--- config.mk ---
export PLATFORM = sky130hd
export DESIGN_NAME = first_fit_block_allocator_top
export DESIGN_NICKNAME = d
export VERILOG_FILES = /design/src/fba_pkg.sv /design/src/first_fit_block_allocator_top.sv
export SDC_FILE = /design/constraint.sdc
export NUM_CORES = 2
export LEC_CHECK = 0
export BUFFER_PORTS_ARGS = -buffer_cell sky130_fd_sc_hd__buf_2
export CORE_ASPECT_RATIO = 2
export CORE_UTILIZATION = 25
export DETAILED_ROUTE_END_ITERATION = 16
export PLACE_DENSITY = 0.39
export SYNTH_ARGS = -nofsm -noshare
export SYNTH_HDL_FRONTEND = slang
export SYNTH_SLANG_ARGS = --single-unit
export TNS_END_PERCENT = 20
--- constraint.sdc ---
create_clock -name clk_i -period 11.53 [get_ports clk_i]
set_input_delay 1.153 -clock clk_i [delete_from_list [all_inputs] [get_ports clk_i]]
set_output_delay 1.153 -clock clk_i [all_outputs]
set_load 0.03 [all_outputs]
--- src/fba_pkg.sv ---
// ----------------------------------------------------------------------------
// fba_pkg - shared definitions for the first-fit block allocator
// Status codes, register indexes, field widths and default parameters.
// ----------------------------------------------------------------------------
`default_nettype none

package fba_pkg;

  localparam int unsigned DefMaxBlocks   = 16;
  localparam int unsigned DefHeaderBytes = 24;

  localparam int unsigned AddrW = 32;
  localparam int unsigned SizeW = 24;
  localparam int unsigned NeedW = SizeW + 1;

  localparam logic [AddrW-1:0] ResetHeapBase  = '0;
  localparam logic [SizeW-1:0] ResetHeapBytes = 24'd1048576;

  typedef enum logic [2:0] {
    ST_OK         = 3'd0,
    ST_OUT_OF_MEM = 3'd1,
    ST_ZERO_SIZE  = 3'd2,
    ST_DBL_FREE   = 3'd3,
    ST_BAD_ADDR   = 3'd4
  } status_e;

  typedef enum logic {
    REG_HEAP_BASE  = 1'b0,
    REG_HEAP_BYTES = 1'b1
  } reg_idx_e;

  typedef enum logic {
    FUNC_ALLOC = 1'b0,
    FUNC_FREE  = 1'b1
  } func_e;

  typedef enum logic [6:0] {
    S_IDLE  = 7'b0000001,
    S_SCAN  = 7'b0000010,
    S_ALLOC = 7'b0000100,
    S_FREE  = 7'b0001000,
    S_MR    = 7'b0010000,
    S_ML    = 7'b0100000,
    S_DONE  = 7'b1000000
  } state_e;

endpackage

`default_nettype wire

--- src/first_fit_block_allocator_top.sv ---
// ----------------------------------------------------------------------------
// first_fit_block_allocator_top - first-fit heap allocator with coalescing
// Keeps an address-ordered table of heap blocks and serves allocate and free
// requests one item at a time, with running usage statistics.
// ----------------------------------------------------------------------------
// The scan reads one table entry a cycle and covers at most MAX_BLOCKS
// entries; a zero-size allocate or a null free skips the scan. No new item
// is taken until the result of the last one sits in the output register.
// Reset (async, active low) builds one free block covering the default heap.
`default_nettype none

module first_fit_block_allocator_top #(
  parameter int unsigned MAX_BLOCKS   = fba_pkg::DefMaxBlocks,
  parameter int unsigned HEADER_BYTES = fba_pkg::DefHeaderBytes,
  localparam int unsigned IW = $clog2(MAX_BLOCKS),
  localparam int unsigned CW = $clog2(MAX_BLOCKS + 1)
) (
  input  wire logic                      clk_i,
  input  wire logic                      rst_ni,
  // configuration write channel
  input  wire logic                      cfg_valid_i,
  output logic                           cfg_ready_o,
  input  wire logic                      cfg_index_i,
  input  wire logic [fba_pkg::AddrW-1:0] cfg_data_i,
  // request channel
  input  wire logic                      in_valid_i,
  output logic                           in_ready_o,
  input  wire logic                      func_i,
  input  wire logic [fba_pkg::SizeW-1:0] request_bytes_i,
  input  wire logic [fba_pkg::AddrW-1:0] release_address_i,
  // result channel
  output logic                           out_valid_o,
  input  wire logic                      out_ready_i,
  output logic [2:0]                     status_o,
  output logic [fba_pkg::AddrW-1:0]      payload_address_o,
  output logic [fba_pkg::SizeW-1:0]      total_bytes_o,
  output logic [fba_pkg::SizeW-1:0]      used_bytes_o,
  output logic [fba_pkg::SizeW-1:0]      free_bytes_o,
  output logic [CW-1:0]                  block_count_o
);

  localparam int unsigned SW = fba_pkg::SizeW;
  localparam int unsigned AW = fba_pkg::AddrW;
  localparam int unsigned NW = fba_pkg::NeedW;

  // Header size seen at the three widths it is used at.
  localparam logic [NW-1:0] HdrN = NW'(HEADER_BYTES);
  localparam logic [SW-1:0] HdrS = SW'(HEADER_BYTES);
  localparam logic [AW-1:0] HdrA = AW'(HEADER_BYTES);
  localparam logic [SW-1:0] SplitMin = SW'(HEADER_BYTES + 8);

  // Block table: one size and one free mark per entry, zero past the count.
  logic [SW-1:0] size_q [MAX_BLOCKS];
  logic [SW-1:0] size_d [MAX_BLOCKS];
  logic [MAX_BLOCKS-1:0] free_q, free_d;
  logic [CW-1:0] count_q, count_d;
  logic [SW-1:0] used_q, used_d, ftot_q, ftot_d;

  logic [AW-1:0] base_q, base_d;
  logic [SW-1:0] hbytes_q, hbytes_d;

  // Sequencer and per-item working registers.
  fba_pkg::state_e state_q, state_d;
  logic          func_q, func_d;
  logic [NW-1:0] need_q, need_d;
  logic [AW-1:0] ptr_q, ptr_d;
  logic [CW-1:0] idx_q, idx_d;
  logic [CW-1:0] pos_q, pos_d;
  logic [SW-1:0] off_q, off_d;
  logic [SW-1:0] tmp_q, tmp_d;
  logic [2:0]    stat_q, stat_d;
  logic [AW-1:0] addr_q, addr_d;

  // Output register.
  logic          ovld_q, ovld_d;
  logic [2:0]    ostat_q, ostat_d;
  logic [AW-1:0] oaddr_q, oaddr_d;
  logic [SW-1:0] ototal_q, ototal_d, oused_q, oused_d, ofree_q, ofree_d;
  logic [CW-1:0] ocount_q, ocount_d;

  // Shared datapath around the entry under the scan pointer.
  logic [IW-1:0] idx_w, idx1_w;
  logic [SW-1:0] cur_size, rest, taken, new_bytes;
  logic          cur_free, in_range, split;
  logic [AW-1:0] cur_addr;

  assign idx_w    = idx_q[IW-1:0];
  assign idx1_w   = IW'(idx_q + CW'(1));
  assign cur_size = size_q[idx_w];
  assign cur_free = free_q[idx_w];
  assign in_range = (idx_q < count_q);
  assign cur_addr = base_q + {{(AW-SW){1'b0}}, off_q} + HdrA;
  assign rest     = cur_size - need_q[SW-1:0];
  assign split    = (rest > SplitMin) && (count_q < CW'(MAX_BLOCKS));
  assign taken    = split ? need_q[SW-1:0] : cur_size;

  assign in_ready_o  = (state_q == fba_pkg::S_IDLE);
  assign cfg_ready_o = 1'b1;

  always_comb begin
    size_d   = size_q;
    free_d   = free_q;
    count_d  = count_q;
    used_d   = used_q;
    ftot_d   = ftot_q;
    base_d   = base_q;
    hbytes_d = hbytes_q;
    state_d  = state_q;
    func_d   = func_q;
    need_d   = need_q;
    ptr_d    = ptr_q;
    idx_d    = idx_q;
    pos_d    = pos_q;
    off_d    = off_q;
    tmp_d    = tmp_q;
    stat_d   = stat_q;
    addr_d   = addr_q;
    ovld_d   = ovld_q;
    ostat_d  = ostat_q;
    oaddr_d  = oaddr_q;
    ototal_d = ototal_q;
    oused_d  = oused_q;
    ofree_d  = ofree_q;
    ocount_d = ocount_q;
    new_bytes = hbytes_q;

    // drop the result once taken
    if (ovld_q && out_ready_i) begin
      ovld_d = 1'b0;
    end

    unique case (state_q)
      fba_pkg::S_IDLE: begin
        if (in_valid_i) begin
          func_d = func_i;
          ptr_d  = release_address_i;
          idx_d  = '0;
          off_d  = '0;
          addr_d = '0;
          stat_d = fba_pkg::ST_OK;
          // round request plus header up to a multiple of 8 bytes
          need_d = (NW'(request_bytes_i) + HdrN + NW'(7)) & ~NW'(7);
          if (func_i == fba_pkg::FUNC_ALLOC) begin
            if (request_bytes_i == '0) begin
              stat_d  = fba_pkg::ST_ZERO_SIZE;
              state_d = fba_pkg::S_DONE;
            end else begin
              state_d = fba_pkg::S_SCAN;
            end
          end else if (release_address_i == '0) begin
            stat_d  = fba_pkg::ST_BAD_ADDR;
            state_d = fba_pkg::S_DONE;
          end else begin
            state_d = fba_pkg::S_SCAN;
          end
        end
      end

      fba_pkg::S_SCAN: begin
        if (!in_range) begin
          stat_d  = (func_q == fba_pkg::FUNC_ALLOC) ? fba_pkg::ST_OUT_OF_MEM
                                                    : fba_pkg::ST_BAD_ADDR;
          state_d = fba_pkg::S_DONE;
        end else if (func_q == fba_pkg::FUNC_ALLOC &&
                     cur_free && ({1'b0, cur_size} >= need_q)) begin
          state_d = fba_pkg::S_ALLOC;
        end else if (func_q == fba_pkg::FUNC_FREE && cur_addr == ptr_q) begin
          state_d = fba_pkg::S_FREE;
        end else begin
          // advance to the next block
          off_d = off_q + cur_size;
          idx_d = idx_q + CW'(1);
        end
      end

      fba_pkg::S_ALLOC: begin
        if (split) begin
          // open a slot right after the chosen block
          for (int k = 1; k < MAX_BLOCKS; k++) begin
            if (CW'(k) > idx_q + CW'(1)) begin
              size_d[k] = size_q[k-1];
              free_d[k] = free_q[k-1];
            end
          end
          size_d[idx_w]  = need_q[SW-1:0];
          size_d[idx1_w] = rest;
          free_d[idx1_w] = 1'b1;
          count_d        = count_q + CW'(1);
        end
        free_d[idx_w] = 1'b0;
        used_d  = used_q + taken;
        ftot_d  = ftot_q - taken;
        addr_d  = cur_addr;
        state_d = fba_pkg::S_DONE;
      end

      fba_pkg::S_FREE: begin
        if (cur_free) begin
          stat_d  = fba_pkg::ST_DBL_FREE;
          state_d = fba_pkg::S_DONE;
        end else begin
          free_d[idx_w] = 1'b1;
          used_d  = used_q - cur_size;
          ftot_d  = ftot_q + cur_size;
          tmp_d   = cur_size;
          pos_d   = idx_q;
          idx_d   = idx_q + CW'(1);
          state_d = fba_pkg::S_MR;
        end
      end

      fba_pkg::S_MR: begin
        // merge the right neighbor into the freed block
        if (in_range && cur_free) begin
          for (int k = 0; k < MAX_BLOCKS; k++) begin
            if (CW'(k) >= idx_q) begin
              size_d[k] = (k < MAX_BLOCKS - 1) ? size_q[(k+1) % MAX_BLOCKS] : '0;
              free_d[k] = (k < MAX_BLOCKS - 1) ? free_q[(k+1) % MAX_BLOCKS] : 1'b0;
            end
          end
          size_d[pos_q[IW-1:0]] = tmp_q + cur_size;
          tmp_d   = tmp_q + cur_size;
          count_d = count_q - CW'(1);
        end
        if (pos_q != '0) begin
          idx_d   = pos_q - CW'(1);
          state_d = fba_pkg::S_ML;
        end else begin
          state_d = fba_pkg::S_DONE;
        end
      end

      fba_pkg::S_ML: begin
        // merge the freed block into a free left neighbor
        if (cur_free) begin
          for (int k = 0; k < MAX_BLOCKS; k++) begin
            if (CW'(k) > idx_q) begin
              size_d[k] = (k < MAX_BLOCKS - 1) ? size_q[(k+1) % MAX_BLOCKS] : '0;
              free_d[k] = (k < MAX_BLOCKS - 1) ? free_q[(k+1) % MAX_BLOCKS] : 1'b0;
            end
          end
          size_d[idx_w] = cur_size + tmp_q;
          count_d = count_q - CW'(1);
        end
        state_d = fba_pkg::S_DONE;
      end

      fba_pkg::S_DONE: begin
        // hold until the output register is free
        if (!ovld_q || out_ready_i) begin
          ovld_d   = 1'b1;
          ostat_d  = stat_q;
          oaddr_d  = addr_q;
          ototal_d = used_q + ftot_q;
          oused_d  = used_q;
          ofree_d  = ftot_q;
          ocount_d = count_q;
          state_d  = fba_pkg::S_IDLE;
        end
      end

      default: begin
        state_d = fba_pkg::S_IDLE;
      end
    endcase

    // A register write rebuilds the table; the user must write only while idle, the block does not enforce it.
    if (cfg_valid_i) begin
      if (cfg_index_i == fba_pkg::REG_HEAP_BASE) begin
        base_d = cfg_data_i;
      end else begin
        hbytes_d  = cfg_data_i[SW-1:0];
        new_bytes = cfg_data_i[SW-1:0];
      end
      for (int k = 0; k < MAX_BLOCKS; k++) begin
        size_d[k] = '0;
      end
      free_d = '0;
      used_d = '0;
      if (new_bytes >= HdrS) begin
        size_d[0] = new_bytes;
        free_d[0] = 1'b1;
        count_d   = CW'(1);
        ftot_d    = new_bytes;
      end else begin
        count_d = '0;
        ftot_d  = '0;
      end
    end
  end

  always_ff @(posedge clk_i or negedge rst_ni) begin
    if (!rst_ni) begin
      for (int k = 0; k < MAX_BLOCKS; k++) begin
        size_q[k] <= (k == 0) ? fba_pkg::ResetHeapBytes : '0;
      end
      free_q   <= MAX_BLOCKS'(1);
      count_q  <= CW'(1);
      used_q   <= '0;
      ftot_q   <= fba_pkg::ResetHeapBytes;
      base_q   <= fba_pkg::ResetHeapBase;
      hbytes_q <= fba_pkg::ResetHeapBytes;
      state_q  <= fba_pkg::S_IDLE;
      ovld_q   <= 1'b0;
    end else begin
      size_q   <= size_d;
      free_q   <= free_d;
      count_q  <= count_d;
      used_q   <= used_d;
      ftot_q   <= ftot_d;
      base_q   <= base_d;
      hbytes_q <= hbytes_d;
      state_q  <= state_d;
      ovld_q   <= ovld_d;
    end
  end

  always_ff @(posedge clk_i) begin
    func_q   <= func_d;
    need_q   <= need_d;
    ptr_q    <= ptr_d;
    idx_q    <= idx_d;
    pos_q    <= pos_d;
    off_q    <= off_d;
    tmp_q    <= tmp_d;
    stat_q   <= stat_d;
    addr_q   <= addr_d;
    ostat_q  <= ostat_d;
    oaddr_q  <= oaddr_d;
    ototal_q <= ototal_d;
    oused_q  <= oused_d;
    ofree_q  <= ofree_d;
    ocount_q <= ocount_d;
  end

  assign out_valid_o       = ovld_q;
  assign status_o          = ostat_q;
  assign payload_address_o = oaddr_q;
  assign total_bytes_o     = ototal_q;
  assign used_bytes_o      = oused_q;
  assign free_bytes_o      = ofree_q;
  assign block_count_o     = ocount_q;

endmodule

`default_nettype wire
==> Flow_metrics.wiki <==
{| class="wikitable"
! Metric !! Value
|-
| First-pass GRT wire length || 624000 um
|-
| Hold Buf Count CTS || 0
|-
| Top FF cell, synth || dfrtp_1
|-
| Data arrival at the endpoint of the critical path || 11.74 ns
|-
| Violated checks || capacitance limit
|-
| Final critical delay including setup and external delays || 11.13 ns
|-
| Crit share post-route || 96.6%
|-
| WL per Instance || 36.4 um
|-
| Worst-case headroom to the max-slew limit || 0.720%
|-
| Area share of the largest cell type after synthesis || 18.0%
|-
| Nets@finish || around 9.0k
|-
| Site Rows || 276
|-
| Mapped Cells || ~9k
|-
| Area contributors post-synth || dfrtp_1, edfxtp_1, mux2i_1, nand2_1, a21oi_1
|-
| Clock root buffer || clkbuf_16
|-
| Setup crit end kind || register
|-
| Residual DRC || 0
|-
| Synth-to-Final Area Change || 12.8%
|-
| Worst-case reg-to-reg path depth || 35
|-
| Clock transition at the registers of the reported paths || 0.08 ns
|-
| Clock buffer count from CTS || about 90
|-
| Die Y || 756 um
|-
| Total length of routed wires || 456000 um
|-
| Die area || 286000 um^2
|-
| Antenna Violating Nets Remaining || 0
|-
| Setup Viol. Count Final || 0
|-
| Tightest Pin Transition || between 1 and 1.5 ns
|-
| Half-perimeter wire length after placement || 322000 um
|-
| Initial detailed-routing violation count || 8457
|-
| Final hold viol count || 0
|-
| Total iterations of the first detailed-routing run || 10
|-
| Number of nets produced by synthesis || 9275
|-
| Maximum ir drop on the vdd rail || 225 uV
|-
| Avg Synthesized Cell Area || ~7.9 um^2
|-
| R2R Path End || ftot_q[23]
|-
| Leading cell types in the layout, fill and taps excluded || nand2_1, a21oi_1, o21ai_0
|-
| Chip width || 379 um
|-
| CTS HTree Levels || 3
|-
| Most common library cell in the layout ignoring fill and taps || nand2_1
|-
| RSZ-0062 raised after global routing || no
|-
| Routability-driven placement congestion ratio || 0.987
|-
| Fraction of layout instances using a drive strength above 1 || around an eighth
|-
| Internal reg-to-reg setup slack || 0.40 ns
|-
| Count of port buffers added during placement || 208
|-
| TritonCTS clock tree || built
|-
| Global route total overflow || 0
|-
| Number of clock sinks || 777
|-
| Crit Reg-Reg Startpoint || idx_q[1]
|-
| Worst skew pair latency || 0.78 ns
|-
| Kind of critical path || register to register
|-
| Biggest area consumer among synthesized cells || dfrtp_1
|-
| Final-layout setup total negative slack || 0 ns
|-
| Maximum fanout along the worst path || 14
|-
| Antenna violations before repair || 21
|-
| Vias after detailed routing || 78.9k
|-
| Post-CTS Repair Setup Buffers || 0
|-
| Delay of the slowest cell on the worst path || 0.70 ns
|-
| Number of distinct library cells after synthesis || 93
|-
| Skew final || 0.0531 ns
|-
| Maximum clock insertion buffer count || 3
|-
| Routed via count divided by cell count || 6.30
|-
| Seq/Total Area, Yosys || 29.2%
|-
| Crit path launch type || register
|-
| Initial standard-cell utilization of the core || between 20% and 30%
|-
| Status || finished, violations left
|-
| Post-cts resize count || 0
|-
| Post-layout util || 28.4%
|-
| Global routing usage summed across all routing layers || between 30 and 40%
|-
| Highest attainable clock frequency || 89.8 MHz
|-
| Most numerous cell on the critical path || o21ai_0
|-
| Slowest-stage cell, CP || a2111oi_1
|-
| PD cells || 334 nW/um^2
|-
| Number of pins exceeding their max-slew limit in the final report || 0
|-
| Post-synth design cell area || 71000 um^2
|-
| Via count of the first global-routing pass || 77.2k
|-
| Leakage power || 0.0312 uW
|-
| Class of the tightest hold or removal check || input pin to asynchronous set/reset pin
|-
| Data required time at the worst endpoint || between 10 and 15 ns
|-
| Number of violations of the max-capacitance limit || 1
|-
| Total I/O pin count || 210
|-
| Synth Register Bits || 777
|-
| Pin count of the biggest net entering global routing || 134
|-
| Hold slack || between 0.3 and 0.4 ns
|-
| Async set-reset flop share out of synthesis || about 67%
|-
| Core region area || roughly 280000 um^2
|-
| Number of enable-type register cells in the synthesized netlist || 260
|-
| Yosys warning count || 0
|}
Yosys cell counts, drive strengths merged (16+ instances only):
cell type and instances:
nand2 1248, a21oi 808, clkbuf 756, o21ai 729
nor2 629, mux2i 571, dfrtp 511, nand3 455
o211ai 355, edfxtp 260, ha 213, o31ai 207
o22ai 198, buf 162, a31oi 159, xnor2 148
a22o 127, inv 124, mux4 117, nor3 99
a211oi 81, xor2 66, and3 64, a21o 62
a221oi 54, mux2 54, nor2b 49, o221ai 49
a221o 48, a222oi 48, o21a 45, nor4 36
and2 35, nand2b 28, nand4 28, or3 28
o22a 20, o41ai 20, a22oi 18, o21bai 16
logic make-up (layout without fill, tap and decap cells):
family	Yosys count	count (layout)	share of synthesized area (%)
buffers and inverters	1051	857	5.76
muxes	742	742	12.6
other	1	18	0.00528
AOI/OAI and AO/OA	3193	3193	28.9
xor gates and xnor gates	215	215	2.67
adders and majority gates	221	221	3.98
DFF	777	777	29.2
and+or+nand+nor	2759	2759	16.9
report_power, final:
group,switching (uW),internal [uW],total (uW),leakage [uW]
Combinational,13200,5440,18600,0.0204
Sequential,1360,3610,4970,0.00932
Clock,1520,1700,3220,0.00145
cell type report:
cell class                 instances  area, um^2
clock buffer                     116        2470
antenna                           17        42.5
multi-input combinational       7131       47200
tap                             3753        4700
fill                           30500      202000
timing repair buffer             563        3970
inverter                         133         504
clock inverter                    45         514
sequential                       777       20800
flip-flops by register name, indices dropped and copies added (netlist names), 7 cells and up:
name / cells
hbytes_q: 24
payload_address_o: 32
used_q: 24
total_bytes_o: 24
ftot_q: 24
free_bytes_o: 24
free_q: 16
need_q: 22
base_q: 32
used_bytes_o: 24
tmp_q: 24
state_q: 7
size_q: 384
off_q: 24
ptr_q: 32
addr_q: 32
worst max-delay path, delay by kind of cell, from the launching register on:
kind                     cells  cell delay (ns)
AO/OA/AOI/OAI               16             4.90
buffers and inverters        4             0.92
AND/OR/NAND/NOR              7             1.59
multiplexers                 3             1.64
flip-flops                   1             0.40
adder cells (fa/ha/maj)      3             1.15
XOR/XNOR                     2             0.30
per-stage QoR:
step	setup slack, ns	cell area [um^2]	total power [uW]	instances
2_1_floorplan	2.03	71000	14800	8959
3_3_place_gp	-0.197	77000	22800	12400
3_5_place_dp	0.206	77100	22900	12400
4_1_cts	0.144	80100	26200	12500
5_1_grt	0.0340	80100	27500	12500
6_report	0.396	80200	26800	12500
metal layers:
metal / vias to the layer above / GRT usage [%] / routed length [um]
met1: 38800 / 28.4 / 138000
met5: - / 0 / 44
met3: 2066 / 5.83 / 33000
met4: 6 / 33.2 / 58900
met2: 5036 / 54.6 / 226000
li1: 33000 / - / -
worst max path at each step:
stage	startpoint	end	slack (ns)	depth (start not counted)
after floorplan	idx_q[1]	ftot_q[23]	2.03	38
after global placement	idx_q[1]	ftot_q[23]	-0.20	35
after detailed placement	idx_q[1]	ftot_q[23]	0.21	35
after CTS	idx_q[1]	ftot_q[23]	0.14	35
after global routing	idx_q[1]	ftot_q[23]	0.03	36
final	idx_q[1]	ftot_q[23]	0.40	35
Power figures use the tool's default switching activity.
